`config.mk`:
```
export PLATFORM = sky130hd
export DESIGN_NAME = moie_alu
export DESIGN_NICKNAME = d
export VERILOG_FILES = /design/src/rtl/core/moie_pkg.sv /design/src/rtl/core/moie_alu.sv
export SDC_FILE = /design/constraint.sdc
export NUM_CORES = 1
export LEC_CHECK = 0
export ABC_AREA = 1
export BUFFER_PORTS_ARGS = -buffer_cell sky130_fd_sc_hd__buf_4
export CAP_MARGIN = 20
export CORE_ASPECT_RATIO = 0.7
export CORE_MARGIN = 1
export CORE_UTILIZATION = 55
export CTS_CLUSTER_SIZE = 8
export DETAILED_ROUTE_END_ITERATION = 12
export PLACE_DENSITY = 0.83
export SYNTH_ARGS = -nofsm -noshare
export SYNTH_HDL_FRONTEND = slang
export SYNTH_SLANG_ARGS = --single-unit
```
`constraint.sdc`:
```
create_clock -name clk -period 6.1 [get_ports clk]
set_input_delay 0.305 -clock clk [delete_from_list [all_inputs] [get_ports clk]]
set_output_delay 0.305 -clock clk [all_outputs]
set_load 0.02 [all_outputs]
```
`src/rtl/core/moie_pkg.sv`:
```
`timescale 1ns / 1ps
`default_nettype none
package moie_pkg;

  localparam int DATA_WORDS_DEF    = 1024;
  localparam int PROGRAM_WORDS_DEF = 1024;
  localparam int WORD_BITS_DEF     = 32;

  localparam logic [4:0] OP_HALT = 5'd0;
  localparam logic [4:0] OP_ADD  = 5'd1;
  localparam logic [4:0] OP_MUL  = 5'd2;
  localparam logic [4:0] OP_SUB  = 5'd3;
  localparam logic [4:0] OP_DIV  = 5'd4;
  localparam logic [4:0] OP_COPY = 5'd5;
  localparam logic [4:0] OP_IMM  = 5'd6;
  localparam logic [4:0] OP_JMP  = 5'd7;
  localparam logic [4:0] OP_JZ   = 5'd8;
  localparam logic [4:0] OP_LT   = 5'd9;
  localparam logic [4:0] OP_GT   = 5'd10;
  localparam logic [4:0] OP_EQ   = 5'd11;
  localparam logic [4:0] OP_PRT  = 5'd12;
  localparam logic [4:0] OP_GE   = 5'd15;
  localparam logic [4:0] OP_LE   = 5'd16;
  localparam logic [4:0] OP_RET  = 5'd17;
  localparam logic [4:0] OP_PUSH = 5'd18;
  localparam logic [4:0] OP_CALL = 5'd19;
  localparam logic [4:0] OP_POP  = 5'd20;
  localparam logic [4:0] OP_NE   = 5'd21;

  typedef struct packed {
    logic [4:0]         opcode;
    logic [9:0]         arg_a;
    logic signed [31:0] arg_b;
    logic [9:0]         arg_c;
  } in_item_t;

  typedef struct packed {
    logic [9:0]         next_pc;
    logic               halted;
    logic               print_valid;
    logic signed [31:0] print_value;
    logic               bad_opcode;
    logic               divide_by_zero;
  } out_item_t;

  // shared unit control
  typedef struct packed {
    logic       start;
    logic [1:0] op;
  } alu_ctl_t;

  localparam logic [1:0] ALU_MUL = 2'd0;
  localparam logic [1:0] ALU_DIV = 2'd1;

endpackage
`default_nettype wire

```
`src/rtl/core/moie_alu.sv`:
```
`timescale 1ns / 1ps
`default_nettype none
// shared iterative unit: shift-add multiply or restoring divide, one bit a cycle
module moie_alu #(
  parameter int WORD_BITS = 32
) (
  input  wire logic                 clk,
  input  wire logic                 rst_n,
  input  wire moie_pkg::alu_ctl_t   ctl,
  input  wire logic [WORD_BITS-1:0] x,
  input  wire logic [WORD_BITS-1:0] y,
  output logic                      done,
  output logic      [WORD_BITS-1:0] result
);
  import moie_pkg::*;

  localparam int CW = $clog2(WORD_BITS + 1);

  logic           busy_r, busy_nxt;
  logic [1:0]     op_r, op_nxt;
  logic [CW-1:0]  cnt_r, cnt_nxt;
  logic [WORD_BITS-1:0] acc_r, acc_nxt;   // product or remainder
  logic [WORD_BITS-1:0] sh_r, sh_nxt;     // multiplier or dividend/quotient
  logic [WORD_BITS-1:0] opd_r, opd_nxt;   // multiplicand or divisor magnitude
  logic           neg_r, neg_nxt;
  logic           done_r, done_nxt;
  logic [WORD_BITS:0]   trial;
  logic [WORD_BITS-1:0] ax, ay;

  assign ax = x[WORD_BITS-1] ? (~x + 1'b1) : x;
  assign ay = y[WORD_BITS-1] ? (~y + 1'b1) : y;
  assign trial = {acc_r, sh_r[WORD_BITS-1]} - {1'b0, opd_r};

  always_comb begin
    busy_nxt = busy_r;
    op_nxt   = op_r;
    cnt_nxt  = cnt_r;
    acc_nxt  = acc_r;
    sh_nxt   = sh_r;
    opd_nxt  = opd_r;
    neg_nxt  = neg_r;
    done_nxt = 1'b0;
    if (ctl.start) begin
      busy_nxt = 1'b1;
      op_nxt   = ctl.op;
      cnt_nxt  = CW'(WORD_BITS);
      acc_nxt  = '0;
      if (ctl.op == ALU_DIV) begin
        sh_nxt  = ax;
        opd_nxt = ay;
        neg_nxt = x[WORD_BITS-1] ^ y[WORD_BITS-1];
      end else begin
        sh_nxt  = y;
        opd_nxt = x;
        neg_nxt = 1'b0;
      end
    end else if (busy_r) begin
      if (cnt_r == '0) begin
        busy_nxt = 1'b0;
        done_nxt = 1'b1;
        if (op_r == ALU_DIV && neg_r) begin
          sh_nxt = ~sh_r + 1'b1;
        end
      end else begin
        cnt_nxt = cnt_r - 1'b1;
        case (op_r)
          ALU_MUL: begin
            acc_nxt = (acc_r << 1) + (sh_r[WORD_BITS-1] ? opd_r : '0);
            sh_nxt  = sh_r << 1;
          end
          ALU_DIV: begin
            if (!trial[WORD_BITS]) begin
              acc_nxt = trial[WORD_BITS-1:0];
              sh_nxt  = {sh_r[WORD_BITS-2:0], 1'b1};
            end else begin
              acc_nxt = {acc_r[WORD_BITS-2:0], sh_r[WORD_BITS-1]};
              sh_nxt  = {sh_r[WORD_BITS-2:0], 1'b0};
            end
          end
          default: ;
        endcase
      end
    end
  end

  always_ff @(posedge clk) begin
    if (!rst_n) begin
      busy_r <= 1'b0;
      done_r <= 1'b0;
    end else begin
      busy_r <= busy_nxt;
      done_r <= done_nxt;
    end
    op_r  <= op_nxt;
    cnt_r <= cnt_nxt;
    acc_r <= acc_nxt;
    sh_r  <= sh_nxt;
    opd_r <= opd_nxt;
    neg_r <= neg_nxt;
  end

  assign done   = done_r;
  assign result = (op_r == ALU_DIV) ? sh_r : acc_r;

`ifndef ASSERT_OFF
  a_done_after_busy: assert property (@(posedge clk) disable iff (!rst_n)
    done_r |-> $past(busy_r)) else $error("done without busy");
  a_no_start_busy: assert property (@(posedge clk) disable iff (!rst_n)
    busy_r |-> !ctl.start) else $error("start while busy");
  a_done_ends: assert property (@(posedge clk) disable iff (!rst_n)
    done_r |-> !busy_r) else $error("busy after done");
`endif
endmodule
`default_nettype wire
```
; After elaboration in Yosys (flattened, before gate mapping)
; Cells that the tools add are included.
[word_totals]
regBits = 107
inputBits = 69
elab_cells = 52
[classes]
reduce_logical = 10
eq_ne = 3
n_addsub = 6
bitwise_logic = 7
mux = 18
[ops]
columns = op, n
row1 = 2-to-1 mux 32 bit, 11
row2 = case mux 32 bit (2 select lines), 2
row3 = "adder 32 x 1 -> 32 bit, second input constant", 3
row4 = NOT 32 bit, 3
row5 = subtractor 33 x 32 -> 33 bit, 1
row6 = adder 32 bit, 1
row7 = zero test 6 bit, 1
row8 = AND reduction 3 bit, 2
row9 = "subtractor 6 x 1 -> 6 bit, second input constant", 1
row10 = 2-to-1 mux 1 bit, 5
row11 = "equality test 2 x 1 -> 1 bit, second input constant", 2
row12 = nonzero test 2 bit, 2
row13 = nonzero test 4 bit, 1
row14 = "!= test 3 x 2 -> 1 bit, second input constant", 1
row15 = NOT 1 bit, 3
row16 = OR reduction 3 bit, 1
row17 = zero test 2 bit, 1
row18 = AND reduction 2 bit, 1
row19 = logical AND 1 bit, 1
row20 = bitwise XOR 1 bit, 1

; Longest topological paths before layout
; Gate-level depths: netlist (run 1).
[depth]
ltp_word = 6
depth_mapped = 21

; Worst setup path after synthesis (run 1)
; Ideal clock, no wire load.
[synth_timing]
path_kind = reg2reg
from = register cnt_r[0]
to = register sh_r[10] (enable)
stages_incl_launch_ff = 11
t_arrival_ps = 2597
setup_slack_ps = 3084
n_path_buf = 0
cell_sequence = dfxtp_1 inv_1 ha_1 inv_1 nor3_1 nand3_2 nand2_1 inv_1 nand2_1 o21ai_0 nor2_1
[synth_between]
elab_chain_cells = 3
[synth_lines]
columns = element, line_no
row1 = start: declaration, moie_alu.sv:21  ; logic [CW-1:0] cnt_r, cnt_nxt;
row2 = start signal: assignment, moie_alu.sv:95  ; cnt_r <= cnt_nxt;
row3 = zero test 6 bit (*), moie_alu.sv:58  ; if (cnt_r == '0) begin
row4 = != test 3 x 2 -> 1 bit (no line) or nonzero test 4 bit (tied branches), n/a
row5 = AND reduction 3 bit (no line) (*), n/a
row6 = end signal: assignment, moie_alu.sv:97  ; sh_r <= sh_nxt;
row7 = end: declaration, moie_alu.sv:23  ; logic [WORD_BITS-1:0] sh_r, sh_nxt;
; Mark *: on every way between the ends. The rest lies on a longest branch, timed or not.
; A chain may end at the register's enable or synchronous reset.

; Final worst setup path (run 1)
[layout_timing]
from = register cnt_r[0]
to = register sh_r[17] (enable)
; Same word-level chain as after synthesis.

==> reports/qor.yml, run 1 <==
run_status:
  status: "finished, final reports clean"
run:
  cap_violations: 0
final_layout:
  seq_area_mm2: 0.002813
  num_antenna_cells: 0
  final_core_util_pct: 61.40
  multi_input_area_mm2: 0.008488
  finalNetCount: 2516
  fillers: 2367
  syn2layout_area_growth_pct: 9.729
  finalInstanceArea_mm2: 0.01448
  final_common_cell: "nand2_1"
  final_cell_mix: "756 x nand2_1, 433 x inv_1, 198 x nor2_1"
  drive_gt1_share_pct: 7.554
yosys:
  synth.distinct_cells: 49
  yosysWarnings: 0
  synth_edf_count: 67
  mappedNetlistArea_mm2: 0.01320
  synthFlopType: "edfxtp_1"
  synthArstFlopShare_pct: 0
  avgSynthCellArea_um2: 5.697
  synth_seq_cells: 107
  synthesis.instances: 2316
  yosysSeqAreaShare_pct: 21.32
  syn_nets: 2454
floorplan:
  die_h_um: 131.6
  initial_core_util_pct: 55.96
  fp-row-count: 47
  pin_count: 102
  die_x_um: 187.1
  die_area_mm2: 0.02462
  coreArea_mm2: 0.02358
detailed_routing:
  route.detailed.drc: 0
  routed_wl_um: 52290
  routed_via_density: 5.723
  first_pass_iters: 9
  wire_per_inst_um: 19.36
  dr_total_vias: 15459
  postRouteAntennaNets: 0
  drt_iter0_drc: 2585
clock_tree:
  cts-root-buf: "clkbuf_16"
  clock_sinks: 107
  clock_latency_ns: 0.37
  cts_resized: 0
  cts_tree: "built"
  cts.path.max_buffers: 2
  numCtsBuffers: 9
  cts_hold_buf: 0
  htree_levels: 3
  clk_pin_slew_ns: 0.08
  cts_setup_buffers: 0
timing:
  drv_slew: 0
  tns_ns: 0
  finalCriticalPeriod_ns: 3.265
  fin_skew_ns: 0.01607
  min_period_over_period_pct: 53.53
  max_freq_mhz: 306.3
  setup_viol: 0
  slew_headroom_pct: 47.31
  rsz0062_at_grt: "no"
  final-hold-violation-count: 0
  worstMarginPinSlew_ns: 0.7868
global_route:
  grt_max_degree: 74
  grt-ovfl-total: 0
  grt_pass1_vias: 13553
  grt_usage_pct: 42.04
  grt_antenna_before_repair: 0
  grt_pass1_wl_um: 78810
power:
  finalPower_mw: 2.898
  max-vdd-ir-drop_v: 0.0001915
  cellPowerDensity_mw_per_mm2: 200.2
  cellLeakagePower_nw: 7.917
placed_design:
  routabilityCongestion: 1.072
  port_buffers: 101
  dpl.hpwl_um: 43040
  placed_cell_area_mm2: 0.01418
worst_setup_path:
  cp.arrival_ns: 3.31
  cp_max_fo: 26
  start_kind: "register"
  crit_type: "reg -> reg"
  worst_ep_required_time_ns: 6.14
  cp-end-kind: "register"
  reg2reg_depth: 11
hold_path:
  holdPathStages: 1
  hold_class: "in -> reg"
[synth_stat cells (2+ instances only)]
cell type / n / area (um^2)
fa_1: 2 / 40.04
o21ai_0: 180 / 900.9
buf_1: 3 / 11.26
dfxtp_1: 40 / 800.8
a21oi_1: 135 / 675.7
nand3_2: 2 / 20.02
o221ai_1: 9 / 78.83
a21o_1: 3 / 22.52
nand2_4: 6 / 67.56
nand3_1: 156 / 780.8
clkbuf_1: 42 / 157.7
nand3b_1: 13 / 97.59
nor3_2: 5 / 50.05
xnor2_1: 7 / 61.31
inv_1: 433 / 1625
and2_1: 3 / 18.77
or2_2: 10 / 62.56
buf_6: 4 / 45.04
xor2_1: 51 / 446.7
nand2_1: 756 / 2838
edfxtp_1: 67 / 2012
nand4_1: 20 / 125.1
nor2_4: 2 / 22.52
nor2_1: 202 / 758.2
nor3_1: 23 / 115.1
buf_2: 10 / 50.05
a21oi_2: 7 / 61.31
o22ai_1: 2 / 12.51
nand2_2: 8 / 50.05
o31ai_1: 4 / 30.03
inv_2: 6 / 22.52
ha_1: 67 / 838.3
o211ai_1: 14 / 105.1
a31oi_1: 2 / 12.51
o21bai_1: 3 / 22.52
a32oi_1: 3 / 26.28
nor4_1: 4 / 25.02
[area by class of cell]
cell class / instances / share of cell area [%]
inverter: 439 / 11.38
timing repair buffer: 111 / 5.755
sequential: 107 / 19.43
multi-input combinational: 1710 / 58.62
clock inverter: 7 / 0.5099
tap: 318 / 2.748
clock buffer: 9 / 1.555
[state kept, by name, summed over array words and instances, names as in the netlist]
name    flops
acc_r      32
busy_r      1
cnt_r       6
done        1
neg_r       1
op_r        2
opd_r      32
sh_r       32
[cell families after synthesis]
group | count (synthesis) | share of synthesized area (%)
AO/OA/AOI/OAI | 368 | 15.17
XOR/XNOR | 58 | 3.850
adder cells (fa/ha/maj) | 69 | 6.657
buffers and inverters | 499 | 14.55
flip-flops | 107 | 21.32
AND/OR/NAND/NOR | 1215 | 38.46
[path summary, 6_finish.rpt]
check / startpoint / to / slack, ns
worst min register to register: cnt_r[0] / cnt_r[0] / 0.48
worst min-delay path: ctl[0] / op_r[0] / 0.13
worst max register to register: cnt_r[0] / sh_r[17] / 2.83
worst max-delay path: cnt_r[0] / sh_r[17] / 2.83
[critical path: stages, from the launching register on]
cell     delay [ns]
dfxtp_1        0.31
inv_1          0.09
ha_1           0.17
inv_1          0.06
nor3_1         0.19
nand3_2        0.21
nand2_1        0.51
inv_1          0.41
nand2_1        0.13
o21ai_0        0.13
nor2_2         0.32
buf_4          0.40
[per-stage QoR]
step	std cells	hold slack [ns]	setup slack (ns)
final	2701	0.1311	2.835
after global routing	2701	0.1335	2.450
after CTS	2701	0.1265	2.838
after detailed placement	2685	0.4650	2.820
after global placement	2685	0.4590	3.022
after floorplan	2316	0.4039	3.084
[where the power goes]
group          switching (mW)  leakage [nW]  internal, mW  total, mW
Sequential              0.113         0.987         0.866      0.979
Clock                   0.292         0.148         0.322      0.614
Combinational           0.903          6.78         0.403       1.31
[layer usage]
metal  vias to the layer above  global-route usage, %  part of all wire (%)
li1                       7444                      -                     -
met1                      6881                  62.23                    44
met2                      1038                  54.05                    37
met3                        94                  16.88                    17
met4                         2                  12.34                   3.0
met5                         -                  2.429                  0.15
Note: power is estimated with default switching activity, not from simulation.
==> run 2, diff against run 1 <==
Settings changed: PLACE_DENSITY 0.83 to 0.86.
Clock period 6.1 ns to 3 ns, I/O delays scaled along.
==> run 2 against run 1 <==
Net effect:
- die area unchanged
- global-route usage is 0.17 points higher
- combinational power increased by 100%
- final area is 1.7% higher
- largest cell class unchanged
- register-to-register slack got worse by 2.6 ns
- setup slack worse by 2.6 ns
- largest power group unchanged
==> reports/qor.yml, run 2 (same netlist as run 1, synthesis figures left out) <==
clock_tree:
  cts_setup_buffers: 0
  clk_pin_slew_ns: 0.08
  cts.path.max_buffers: 2
  cts_tree: "built"
  clock_latency_ns: 0.38
  cts-root-buf: "clkbuf_16"
  clock_sinks: 107
  htree_levels: 3
  numCtsBuffers: 9
placed_design:
  routabilityCongestion: 1.080
  port_buffers: 101
  placed_cell_area_mm2: 0.01439
  dpl.cell_count: 2704
  dpl.hpwl_um: 42890
final_layout:
  syn2layout_area_growth_pct: 11.61
  fillers: 2365
  finalInstanceArea_mm2: 0.01473
  finalNetCount: 2537
  drive_gt1_share_pct: 8.319
  fin_cells: 2722
  seq_area_mm2: 0.002813
  final_cell_mix: "755 x nand2_1, 433 x inv_1, 198 x nor2_1"
  final_core_util_pct: 62.45
  reg_top3: "acc_r x32, opd_r x32, sh_r x32"
  multi_input_area_mm2: 0.008491
  num_antenna_cells: 0
  final_common_cell: "nand2_1"
detailed_routing:
  drt_iter0_drc: 2326
  routed_wl_um: 52560
  routed_via_density: 5.766
  dr_total_vias: 15694
  wire_per_inst_um: 19.31
  postRouteAntennaNets: 0
  route.detailed.drc: 0
  first_pass_iters: 6
timing:
  max_freq_mhz: 358.6
  rsz0062_at_grt: "no"
  tns_ns: 0
  drv_slew: 0
  fin_skew_ns: 0.01939
  worstMarginPinSlew_ns: 0.7961
  min_period_over_period_pct: 92.97
  final-hold-violation-count: 0
  finalCriticalPeriod_ns: 2.789
  slew_headroom_pct: 46.76
  setup_viol: 0
global_route:
  grt_pass1_vias: 13969
  grt_usage_pct: 42.20
  grt_antenna_before_repair: 1
  grt_max_degree: 73
  grt_pass1_wl_um: 79810
  grt-ovfl-total: 0
power:
  swShare_pct: 44.54
  clock_power_share_pct: 22.4
  finalPower_mw: 5.928
  cellLeakagePower_nw: 8.046
  internal_power_mw: 3.287
  seq_power_share_pct: 33.0
  p_switching_mw: 2.641
  p_comb_share_pct: 44.6
  max-vdd-ir-drop_v: 0.0003189
  cellPowerDensity_mw_per_mm2: 402.5
worst_setup_path:
  cpMostUsedCell: "nand2_4"
  cp_max_fo: 31
  cp_cell_sequence: "inv_1 > ha_1 > fa_1 > inv_1 > nand3_2 > nand2_2 > nand2_2 > nand2_2 > nand2_2 > nand2_4 > nand2_4 > nand2_4 > nand2_4 > nand2_4 > nand2_1 > nand2_1 > nand2_1 > a21oi_2"
  cp-end-kind: "register"
  start_kind: "register"
  cp.arrival_ns: 3.11
  crit_type: "reg -> reg"
  worst_ep_required_time_ns: 3.32
  startpoint: "sh_r[31]"
  reg2reg_to: "acc_r[25]"
  critPathCapture: "acc_r[25]"
  reg2reg_depth: 18
  rrSetupSlack_ns: 0.21
  critical_path.max_stage_delay_ns: 0.43
  worst_r2r_startpoint: "sh_r[31]"
  crit_slowest_cell: "edfxtp_1"
floorplan:
  coreArea_mm2: 0.02358
  pin_count: 102
  initial_core_util_pct: 55.96
  die_h_um: 131.6
  fp-row-count: 47
  die_area_mm2: 0.02462
  die_x_um: 187.1
run_status:
  status: "finished, final reports clean"
hold_path:
  hold_class: "in -> reg"
run:
  cap_violations: 0
run 2: cell types whose count changed in the layout (fill, tap and decap cells not counted), moves of 2 or more:
cell | previous run | this run
buf_12 | 0 | 5
buf_4 | 111 | 125
dlygate4sd3_1 | 0 | 2
clkinv_2 | 2 | 0
run 2: timing repair:
action	in CTS	in global routing
setup endpoints to repair	0	1
hold buffers	2	0
gates resized for setup	0	1
hold endpoints to repair	2	0
run 2: worst min-delay path by stage:
stage | slack, ns | cells after the start | to | from
after floorplan | 0.25 | 0 | op_r[0] | ctl[0]
after global placement | 0.34 | 1 | op_r[0] | ctl[0]
after detailed placement | 0.34 | 1 | op_r[0] | ctl[0]
after CTS | 0.03 | 3 | done | rst_n
after global routing | 0.05 | 2 | busy_r | rst_n
final | 0.03 | 3 | done | rst_n
run 2: layer usage:
layer | wire length, um | global-route usage (%) | part of all wire [%] | vias to the layer above
li1 | - | - | - | 7481
met1 | 22890 | 62.49 | 44 | 7106
met2 | 20470 | 58.32 | 39 | 1027
met3 | 8022 | 13.89 | 15 | 78
met4 | 1168 | 9.153 | 2.2 | 2
met5 | 13 | 0 | 0.025 | -
run 2: layout make-up:
cell class	instances	area share, %
clock buffers	9	1.529
clock inverters	7	0.6372
inverters	439	11.19
multi-input cells	1710	57.66
flip-flops and latches	107	19.10
well taps	318	2.702
repair buffers	132	7.188
run 2: power groups by stage:
stage	Combinational [mW]	Clock (mW)	Sequential (mW)
after floorplan	1.71	0	1.89
after global placement	2.50	0	1.97
after detailed placement	2.54	0	1.98
after CTS	2.56	1.32	1.94
after global routing	2.89	1.37	1.97
final	2.64	1.33	1.95
run 2: stage by stage:
stage               worst slack, ns  hold slack, ns
finish                       0.2110         0.03104
CTS                          0.2330         0.02613
global placement             0.3506          0.3411
global route                0.04575         0.05171
floorplan                    0.4071          0.2489
detailed placement           0.2592          0.3446
run 2: worst max-delay path: cells and delay by family, from the launching register on:
kind                     cells  cell delay, ns
AND/OR/NAND/NOR             13            1.35
AO/OA/AOI/OAI                1            0.11
flip-flops                   1            0.43
buffers and inverters        2            0.19
adder cells (fa/ha/maj)      2            0.65
